## config.mk

```make
export PLATFORM = sky130hd
export DESIGN_NAME = set_mean_median_variance_top
export DESIGN_NICKNAME = d
export VERILOG_FILES = /design/src/rtl/core/smmv_pkg.sv /design/src/rtl/core/set_mean_median_variance_top.sv /design/src/rtl/core/smmv_ctrl.sv /design/src/rtl/core/smmv_dp.sv
export SDC_FILE = /design/constraint.sdc
export NUM_CORES = 2
export LEC_CHECK = 0
export BUFFER_PORTS_ARGS = -buffer_cell sky130_fd_sc_hd__buf_2
export CORE_AREA = 5 5 322 324
export DETAILED_ROUTE_END_ITERATION = 7
export DIE_AREA = 0 0 327 329
export PLACE_DENSITY = 0.77
export REMOVE_ABC_BUFFERS = 1
export SYNTH_ARGS = -nofsm -noshare
export SYNTH_HDL_FRONTEND = slang
export SYNTH_HIERARCHICAL = 1
export SYNTH_SLANG_ARGS = --single-unit
```

## constraint.sdc

```tcl
create_clock -name clk_i -period 6.67 [get_ports clk_i]
set_clock_uncertainty 0.1 [all_clocks]
set_input_delay 1.334 -clock clk_i [delete_from_list [all_inputs] [get_ports clk_i]]
set_output_delay 1.334 -clock clk_i [all_outputs]
set_load 0.05 [all_outputs]
```

## src/rtl/core/smmv_pkg.sv

```systemverilog
// Package for the set statistics block: request and result payload types,
// controller states and the command and status structs between the two halves.
// No dependencies.
package smmv_pkg;

  typedef struct packed {
    logic [7:0] mark;
    logic       last;
  } req_t;

  typedef struct packed {
    logic [15:0] mean_q8;
    logic [7:0]  median;
    logic [21:0] variance_q8;
    logic [6:0]  count;
  } res_t;

  typedef enum logic [2:0] {
    ST_LOAD,
    ST_DIV_MEAN,
    ST_PREP_VAR,
    ST_DIV_VAR,
    ST_SELECT,
    ST_EMIT
  } state_e;

  // Commands from the controller to the datapath.
  typedef struct packed {
    logic load;       // store the request and update the sums
    logic div_mean;   // start the mean division
    logic prep_var;   // form the variance numerator and denominator
    logic div_var;    // start the variance division
    logic sel_start;  // start the median search
    logic emit;       // present the result and clear the set
  } cmd_t;

  // Status from the datapath to the controller.
  typedef struct packed {
    logic div_done;
    logic sel_done;
  } sts_t;

  localparam int unsigned VarMax = 4194303;

endpackage

```

## src/rtl/core/set_mean_median_variance_top.sv

```systemverilog
// Top level of the set statistics block: joins the controller and datapath.
// Depends on smmv_pkg, smmv_ctrl and smmv_dp.
//
// Usage: requests carry one mark and a last flag. A request is taken on a
// rising edge where start is high and busy is low; marks load one per
// cycle. Marks beyond MAX_COUNT are dropped, but their last flag still closes
// the set. After the last mark busy rises and the block computes:
//   mean division   restoring, NW quotient bits, NW = clog2(MAX_COUNT+1) * 2 + 32
//   variance prep, then variance division over NW quotient bits
//   median search   one store read per cycle
// then result_valid_o is high for exactly one cycle with mean, median,
// variance and count, and the block takes requests again. The receiver cannot
// stall; the result must be taken in that cycle. Reset clears the counts and
// sums and returns to loading; the store needs no clearing.
module set_mean_median_variance_top #(
  parameter int unsigned MAX_COUNT = 64
) (
  input  logic           clk_i,
  input  logic           rst_ni,
  input  logic           start,
  output logic           busy,
  input  smmv_pkg::req_t req_i,
  output logic           result_valid_o,
  output smmv_pkg::res_t result_o
);

  smmv_pkg::cmd_t cmd;
  smmv_pkg::sts_t sts;

  smmv_ctrl u_ctrl (
    .clk_i  (clk_i),
    .rst_ni (rst_ni),
    .start_i(start),
    .last_i (req_i.last),
    .sts_i  (sts),
    .cmd_o  (cmd),
    .busy_o (busy)
  );

  smmv_dp #(.MAX_COUNT(MAX_COUNT)) u_dp (
    .clk_i (clk_i),
    .rst_ni(rst_ni),
    .cmd_i (cmd),
    .req_i (req_i),
    .sts_o (sts),
    .res_o (result_o)
  );

  assign result_valid_o = cmd.emit;

endmodule

```

## src/rtl/core/smmv_ctrl.sv

```systemverilog
// Controller of the set statistics block: sequences loading, the two divisions,
// the median search and the result strobe. Depends on smmv_pkg.
module smmv_ctrl (
  input  logic              clk_i,
  input  logic              rst_ni,
  input  logic              start_i,
  input  logic              last_i,
  input  smmv_pkg::sts_t    sts_i,
  output smmv_pkg::cmd_t    cmd_o,
  output logic              busy_o
);

  smmv_pkg::state_e state_q, state_d;

  // State register.
  always_ff @(posedge clk_i or negedge rst_ni) begin
    if (!rst_ni) begin
      state_q <= smmv_pkg::ST_LOAD;
    end else begin
      state_q <= state_d;
    end
  end

  // Next state and commands.
  always_comb begin
    state_d = state_q;
    cmd_o   = '0;
    busy_o  = 1'b1;
    unique case (state_q)
      smmv_pkg::ST_LOAD: begin
        busy_o = 1'b0;
        if (start_i) begin
          cmd_o.load = 1'b1;
          if (last_i) begin
            state_d = smmv_pkg::ST_DIV_MEAN;
          end
        end
      end
      smmv_pkg::ST_DIV_MEAN: begin
        cmd_o.div_mean = 1'b1;
        if (sts_i.div_done) begin
          state_d = smmv_pkg::ST_PREP_VAR;
        end
      end
      smmv_pkg::ST_PREP_VAR: begin
        cmd_o.prep_var = 1'b1;
        state_d = smmv_pkg::ST_DIV_VAR;
      end
      smmv_pkg::ST_DIV_VAR: begin
        cmd_o.div_var = 1'b1;
        if (sts_i.div_done) begin
          state_d = smmv_pkg::ST_SELECT;
        end
      end
      smmv_pkg::ST_SELECT: begin
        cmd_o.sel_start = 1'b1;
        if (sts_i.sel_done) begin
          state_d = smmv_pkg::ST_EMIT;
        end
      end
      smmv_pkg::ST_EMIT: begin
        cmd_o.emit = 1'b1;
        state_d = smmv_pkg::ST_LOAD;
      end
      default: state_d = smmv_pkg::ST_LOAD;
    endcase
  end

  // The result strobe is always one cycle and follows the search.
  assert property (@(posedge clk_i) disable iff (!rst_ni)
    cmd_o.emit |=> !cmd_o.emit)
    else $error("emit held for more than one cycle");
  assert property (@(posedge clk_i) disable iff (!rst_ni)
    cmd_o.emit |-> $past(state_q) == smmv_pkg::ST_SELECT)
    else $error("emit not preceded by the median search");
  assert property (@(posedge clk_i) disable iff (!rst_ni)
    (start_i && !busy_o && last_i) |=> busy_o)
    else $error("block not busy after the last request");

endmodule

```

## src/rtl/core/smmv_dp.sv

```systemverilog
// Datapath of the set statistics block: mark store, running sums, a shared
// restoring divider and a counting median search. Depends on smmv_pkg.
module smmv_dp #(
  parameter int unsigned MAX_COUNT = 64
) (
  input  logic           clk_i,
  input  logic           rst_ni,
  input  smmv_pkg::cmd_t cmd_i,
  input  smmv_pkg::req_t req_i,
  output smmv_pkg::sts_t sts_o,
  output smmv_pkg::res_t res_o
);

  localparam int unsigned AW  = (MAX_COUNT > 1) ? $clog2(MAX_COUNT) : 1;
  localparam int unsigned CW  = $clog2(MAX_COUNT + 1);
  localparam int unsigned SW  = CW + 8;
  localparam int unsigned QW  = SW + 16;
  localparam int unsigned DW  = 2 * CW;
  localparam int unsigned PW  = DW + 16;
  localparam int unsigned NW  = CW + QW + 8;
  localparam int unsigned IW  = $clog2(NW + 1);

  logic [7:0]    mem_q [MAX_COUNT];
  logic [CW-1:0] cnt_q;
  logic [SW-1:0] sum_q;
  logic [QW-1:0] sq_q;

  // Mark store and running sums.
  always_ff @(posedge clk_i) begin
    if (cmd_i.load && cnt_q < CW'(MAX_COUNT)) begin
      mem_q[cnt_q[AW-1:0]] <= req_i.mark;
    end
  end

  always_ff @(posedge clk_i or negedge rst_ni) begin
    if (!rst_ni) begin
      cnt_q <= '0;
      sum_q <= '0;
      sq_q  <= '0;
    end else if (cmd_i.emit) begin
      cnt_q <= '0;
      sum_q <= '0;
      sq_q  <= '0;
    end else if (cmd_i.load && cnt_q < CW'(MAX_COUNT)) begin
      cnt_q <= cnt_q + 1'b1;
      sum_q <= sum_q + SW'(req_i.mark);
      sq_q  <= sq_q + QW'(req_i.mark * req_i.mark);
    end
  end

  // Variance numerator and denominator, formed in one step each. The products
  // are as wide as count squared times the largest square.
  logic [NW-1:0] vnum_q;
  logic [DW-1:0] vden_q;
  logic [PW-1:0] nsq_q;
  logic [PW-1:0] ss_q;
  always_ff @(posedge clk_i) begin
    if (cmd_i.div_mean) begin
      nsq_q <= PW'(cnt_q * sq_q);
      ss_q  <= PW'(sum_q * sum_q);
    end
    if (cmd_i.prep_var) begin
      vnum_q <= NW'(nsq_q - ss_q) << 8;
      vden_q <= DW'(cnt_q * cnt_q);
    end
  end

  // Shared restoring divider, one quotient bit per cycle.
  logic          busy_q, done_q;
  logic [IW-1:0] bit_q;
  logic [NW-1:0] num_q, quo_q;
  logic [NW-1:0] rem_q;
  logic [DW-1:0] den_q;
  logic [NW:0]   trial;
  logic          go;
  assign go    = (cmd_i.div_mean || cmd_i.div_var) && !busy_q && !done_q;
  assign trial = {rem_q, num_q[NW-1]};

  always_ff @(posedge clk_i or negedge rst_ni) begin
    if (!rst_ni) begin
      busy_q <= 1'b0;
      done_q <= 1'b0;
      bit_q  <= '0;
    end else begin
      done_q <= busy_q && (bit_q == IW'(1));
      if (go) begin
        busy_q <= 1'b1;
        bit_q  <= IW'(NW);
      end else if (busy_q) begin
        bit_q <= bit_q - 1'b1;
        if (bit_q == IW'(1)) begin
          busy_q <= 1'b0;
        end
      end
    end
  end

  always_ff @(posedge clk_i) begin
    if (go) begin
      rem_q <= '0;
      quo_q <= '0;
      if (cmd_i.div_mean) begin
        num_q <= NW'(sum_q) << 8;
        den_q <= DW'(cnt_q);
      end else begin
        num_q <= vnum_q;
        den_q <= vden_q;
      end
    end else if (busy_q) begin
      num_q <= num_q << 1;
      if (trial >= (NW+1)'(den_q)) begin
        rem_q <= NW'(trial - (NW+1)'(den_q));
        quo_q <= {quo_q[NW-2:0], 1'b1};
      end else begin
        rem_q <= trial[NW-1:0];
        quo_q <= {quo_q[NW-2:0], 1'b0};
      end
    end
  end

  // Result capture; a zero count yields zeros, as the divider quotient would not; the variance saturates at VarMax.
  logic [15:0] mean_q;
  logic [21:0] var_q;
  always_ff @(posedge clk_i) begin
    if (done_q && cmd_i.div_mean) begin
      mean_q <= (cnt_q == '0) ? '0 : quo_q[15:0];
    end
    if (done_q && cmd_i.div_var) begin
      if (cnt_q == '0) begin
        var_q <= '0;
      end else if (quo_q > NW'(smmv_pkg::VarMax)) begin
        var_q <= 22'(smmv_pkg::VarMax);
      end else begin
        var_q <= quo_q[21:0];
      end
    end
  end

  // Median search: for each candidate, count marks below it and equal to it,
  // one store entry per cycle. The candidate whose range covers count/2 wins.
  logic [CW-1:0] cand_q, idx_q, lt_q, eq_q;
  logic [CW-1:0] lt_n, eq_n;
  logic [7:0]    cval_q, rd_q, med_q;
  logic          sel_busy_q, sel_done_q, rd_valid_q;
  logic          sel_go, sel_last, sel_hit;
  logic [CW-1:0] half;
  assign half = cnt_q >> 1;

  // Counts including the comparison made in this cycle.
  always_comb begin
    lt_n = lt_q;
    eq_n = eq_q;
    if (rd_valid_q && rd_q < cval_q) lt_n = lt_q + 1'b1;
    if (rd_valid_q && rd_q == cval_q) eq_n = eq_q + 1'b1;
  end

  assign sel_go   = cmd_i.sel_start && !sel_busy_q && !sel_done_q;
  assign sel_last = sel_busy_q && (idx_q == cnt_q);
  assign sel_hit  = sel_last && (half >= lt_n) && (half < lt_n + eq_n);

  always_ff @(posedge clk_i) begin
    rd_q <= mem_q[idx_q[AW-1:0]];
    if (idx_q == '0) begin
      cval_q <= mem_q[cand_q[AW-1:0]];
    end
  end

  always_ff @(posedge clk_i or negedge rst_ni) begin
    if (!rst_ni) begin
      sel_busy_q <= 1'b0;
      sel_done_q <= 1'b0;
      rd_valid_q <= 1'b0;
      cand_q     <= '0;
      idx_q      <= '0;
      lt_q       <= '0;
      eq_q       <= '0;
    end else begin
      sel_done_q <= (sel_go && cnt_q == '0) || sel_hit;
      if (sel_go) begin
        if (cnt_q != '0) begin
          sel_busy_q <= 1'b1;
          cand_q     <= '0;
          idx_q      <= '0;
          lt_q       <= '0;
          eq_q       <= '0;
          rd_valid_q <= 1'b0;
        end
      end else if (sel_busy_q) begin
        if (!sel_last) begin
          // First cycle of a candidate only fetches; later cycles compare.
          rd_valid_q <= 1'b1;
          idx_q      <= idx_q + 1'b1;
          lt_q       <= lt_n;
          eq_q       <= eq_n;
        end else begin
          // All entries compared for this candidate.
          if (sel_hit) begin
            sel_busy_q <= 1'b0;
          end else begin
            cand_q <= cand_q + 1'b1;
          end
          idx_q      <= '0;
          lt_q       <= '0;
          eq_q       <= '0;
          rd_valid_q <= 1'b0;
        end
      end
    end
  end

  always_ff @(posedge clk_i) begin
    if (sel_last) begin
      med_q <= cval_q;
    end else if (sel_go && cnt_q == '0) begin
      med_q <= '0;
    end
  end

  assign sts_o.div_done = done_q;
  assign sts_o.sel_done = sel_done_q;

  assign res_o.mean_q8     = mean_q;
  assign res_o.median      = med_q;
  assign res_o.variance_q8 = var_q;
  assign res_o.count       = 7'(cnt_q);

  // The divider and the search never run together.
  assert property (@(posedge clk_i) disable iff (!rst_ni)
    !(busy_q && sel_busy_q))
    else $error("divider and median search overlap");
  assert property (@(posedge clk_i) disable iff (!rst_ni)
    cnt_q <= CW'(MAX_COUNT))
    else $error("mark count beyond capacity");
  assert property (@(posedge clk_i) disable iff (!rst_ni)
    done_q |-> $past(busy_q))
    else $error("divider done without a division");

endmodule

```

==> results.txt <==
By instance count, the leading cell after synthesis is edfxtp_1. The post-placement worst setup slack came out at -0.05125 ns. The worst setup path is launched from a flop. The largest total area in the synthesized netlist belongs to edfxtp_1.

The die span in x came out at 327 µm. The sequential cell area is around 26,000 µm². The internal reg-to-reg setup slack is 0.16 ns. The worst voltage drop across the vdd grid is 0.001379 V. The worst setup path endpoint is u_dp/ss_q[29].

For this run, the register share of the synthesized area comes to 0.4495. The area growth from synthesis to layout is 8.553%. The master of the slowest instance on the critical path is fa_1. At the pin with the least slew margin, the transition time is 1.403 ns.

The leading register cell type out of synthesis is edfxtp_1. The worst register-to-register path begins at u_dp/sum_q[0]. On the worst path, the slowest cell contributes a delay of 0.55 ns. Routability-driven placement finished with a final weighted congestion of around 0.89. The total number of vias came out at 39.06k. The depth of the CTS H-tree came out at 3. The clock-pin slew reported for the worst setup and hold paths after clock tree synthesis is 0.06 ns. The number of flops mapped to enable cells by yosys came out at 721. The first-pass GRT wire length is between 200,000 and 250,000 µm. For this configuration, the core starts out at a cell density of 0.5730.

The full die area came out at 107,600 µm². The summed instance area of the synthesized netlist came out at 57,800 µm². Counting instances in the post-synthesis netlist gives the leading cell types as edfxtp_1 (721), nand2_1 (520), inv_1 (516). The number of clock buffers added by TritonCTS is 95. The die is roughly 330 µm tall.

The pin count of the biggest net entering global routing is 110. The worst-case hold slack came out at 0.3744 ns. The number of max-slew violations in the final report is 0. The filler cells instantiated in the layout total 7,398. A synthesized cell averages roughly 12 µm². The share of synthesized flip-flops with an asynchronous set or reset is 0.1018. The share of cells above drive strength 1 is 0.1269. The half-perimeter wire length of the detailed placement result is 95,140 µm. The flow ran to the end, and the final reports show no timing, DRC or antenna violations.

The maximum buffer depth of the clock tree is 3. The detailed-route vias per instance is 6.285. The top-level I/O count came out at 67.

The final routed wirelength across all metal layers is roughly 140,000 µm. The iteration count of the initial detailed-routing pass is 8. The via count of the first global-routing pass is 39.18k. The areal power density over the cells came out at 541.4 nW/µm². The data required time at the worst endpoint is 6.98 ns. The number of unique standard cell types used by synthesis came out at 87. Headroom to the max-slew limit came out at 0.06153. The number of warning messages in the yosys log is 6. The source-to-sink clock delay at the later pin of the worst-skew pair is 0.67 ns.

The post-detailed-route wirelength per cell is approximately 23 µm. By startpoint and endpoint, the worst setup path is classified as reg2reg. The residual DRC count came out at 0. The cell count of the worst reg-to-reg path came out at 20.

Tracing the worst setup path back leads to its startpoint at u_dp/sum_q[0]. Once detail routing completed, the nets flagged for antenna violations numbered 0. Summing internal, switching and leakage power gives 33.97 mW. By area the synthesized netlist is led by edfxtp_1 (37%), fa_1 (11%), mux4_2 (9.0%), ha_1 (6.0%), dfrtp_1 (4.0%). Walking the worst path, the cells encountered are and2_1, fa_1, inv_1, fa_1, inv_1, fa_1, fa_1, fa_1, inv_1, fa_1, inv_1, ha_1, and3_1, and4_1, a221o_1, a41o_1, a211oi_2, o31ai_1, a21oi_1, xnor2_1.

The worst setup path is captured at a flop. The total grt overflow came out at 0. The critical path's most frequent cell is fa_1.

The post-route standard cell area excluding fillers is approximately 63,000 µm². Row generation in the floorplan step produced 117 rows. Buffers placed on the I/O ports in this run total 66. The core occupancy in the finished layout came out at 0.6220. TritonCTS built the clock tree.

The fraction of the cycle the final worst path needs is 0.9760. The violation count after the first detailed-route iteration is 4,485. The number of standard cells after synthesis is 4,814.

The worst register-to-register path ends at u_dp/ss_q[29]. The clock period could shrink to 6.510 ns. The minimum setup slack in the final design is 0.1600 ns. The hold violation count in the final report is 0. The leakage power of the design came out at 24.87 nW. The worst hold path begins at u_dp/quo_q[22]. The number of antenna violations at the first check in global routing was 8. The synthesis-stage register bit count came out at 914.

The fraction of post-synthesis cell area in the top cell type by area came out at 0.3746. The area of the core region is roughly 100,000 µm². The number of nets in the finished design came out at 5,431. The arrival time of data at the critical path endpoint is about 6.8 ns.

The number of clock sinks came out at 914. Across the run, the number of max-cap violations was 0. The top achievable clock speed is between 150 and 200 MHz. The total instance count after detailed placement came out at roughly 6.0k. The post-place instance area is about 60,000 µm². The setup total negative slack is 0 ns. The count of cells in the finished layout, fillers not included, comes to 6,215. In this run the worst hold path is classified as reg2reg. For this run, the total global-route usage over all layers was measured as 0.2625. The multi-input gate area in the final layout is 28,930 µm². CTS placed an instance of clkbuf_16 at the clock tree root.

The count of endpoints failing setup in the final report came out at 0. In this run the worst path has a maximum fanout of 7.
-- layout make-up --
class | count | area share
repair buffers | 166 | 0.01793
well taps | 1309 | 0.02611
clock inverters | 52 | 0.007778
multi-input cells | 3125 | 0.4611
clock buffers | 123 | 0.04102
diodes | 4 | 0.0001595
flip-flops and latches | 914 | 0.4147
inverters | 522 | 0.03123
-- cell usage in the layout (no fill, tap or decap), types with 36 or more instances in the layout --
| master | count |
|---|---|
| mux2i_1 | 148 |
| edfxtp_1 | 721 |
| clkbuf_16 | 96 |
| o221ai_1 | 64 |
| buf_4 | 97 |
| xnor2_1 | 157 |
| dfxtp_1 | 100 |
| mux4_2 | 232 |
| and2_1 | 145 |
| a21oi_1 | 187 |
| o22ai_1 | 36 |
| buf_2 | 65 |
| fa_1 | 318 |
| dfrtp_1 | 70 |
| nand2_1 | 518 |
| o21ai_0 | 163 |
| nand3_1 | 53 |
| nor3_1 | 69 |
| xor2_1 | 51 |
| nand2b_1 | 39 |
| inv_1 | 516 |
| a21o_1 | 81 |
| nor2_1 | 202 |
| ha_1 | 277 |
-- report_power, final --
group | internal (mW) | switching, mW | leakage, nW
sequential | 7.85 | 0.849 | 8.71
clock | 3.03 | 2.22 | 1.50
combinational | 8.49 | 11.5 | 14.7
total | 19.4 | 14.6 | 24.9
-- repair_timing --
action,in CTS,in global routing
endpoints found under the setup margin,2,3
pin swaps,0,12
setup buffers,0,10
hold buffers,0,0
gates resized for setup,3,22
-- kinds of logic (layout without fill, tap and decap cells) --
family                   Yosys count  in the layout  synth area share
flip-flops                       914            914            0.4495
XOR/XNOR                         208            208           0.03152
multiplexers                     391            391            0.1182
other                              0              4                 0
buffers and inverters            775            863           0.05139
AO/OA/AOI/OAI                    694            694           0.07581
adder cells (fa/ha/maj)          595            595            0.1701
AND/OR/NAND/NOR                 1237           1237            0.1035
-- sequential cells by signal, summed over array words and instances, names as in the netlist, 8 cells and up --
register and count:
u_dp/mem_q 512, u_dp/quo_q 46, u_dp/rem_q 46, u_dp/num_q 38
u_dp/vnum_q 31, u_dp/nsq_q 30, u_dp/sq_q 30, u_dp/ss_q 29
u_dp/var_q 22, u_dp/mean_q 16, u_dp/sum_q 15, u_dp/den_q 14
u_dp/vden_q 13, u_dp/cval_q 8, u_dp/med_q 8, u_dp/rd_q 8
-- worst max-delay path: cells and delay by family, from the launching register on --
| kind | cells | cell delay (ns) |
|---|---|---|
| adder cells (fa/ha/maj) | 7 | 3.44 |
| AO/OA/AOI/OAI | 5 | 1.35 |
| flip-flops | 1 | 0.46 |
| buffers and inverters | 4 | 0.25 |
| AND/OR/NAND/NOR | 3 | 0.59 |
| XOR/XNOR | 1 | 0.07 |
-- layer usage --
layer	track usage	up-vias	routed length (µm)
li1	-	17097	-
met4	0.09350	2	5245
met5	0	-	13
met1	0.3555	19424	54000
met2	0.4246	2160	66610
met3	0.05813	379	15130
-- worst min path at each step --
stage               slack [ns]  cells past startpoint        endpoint
floorplan                 0.33                      2  u_dp/rem_q[45]
global placement          0.34                      2  u_dp/rem_q[45]
detailed placement        0.37                      2  u_dp/rem_q[45]
CTS                       0.38                      2  u_dp/quo_q[22]
global route              0.40                      2  u_dp/quo_q[26]
finish                    0.37                      2  u_dp/quo_q[22]
Note: power is estimated with default switching activity, not from simulation.
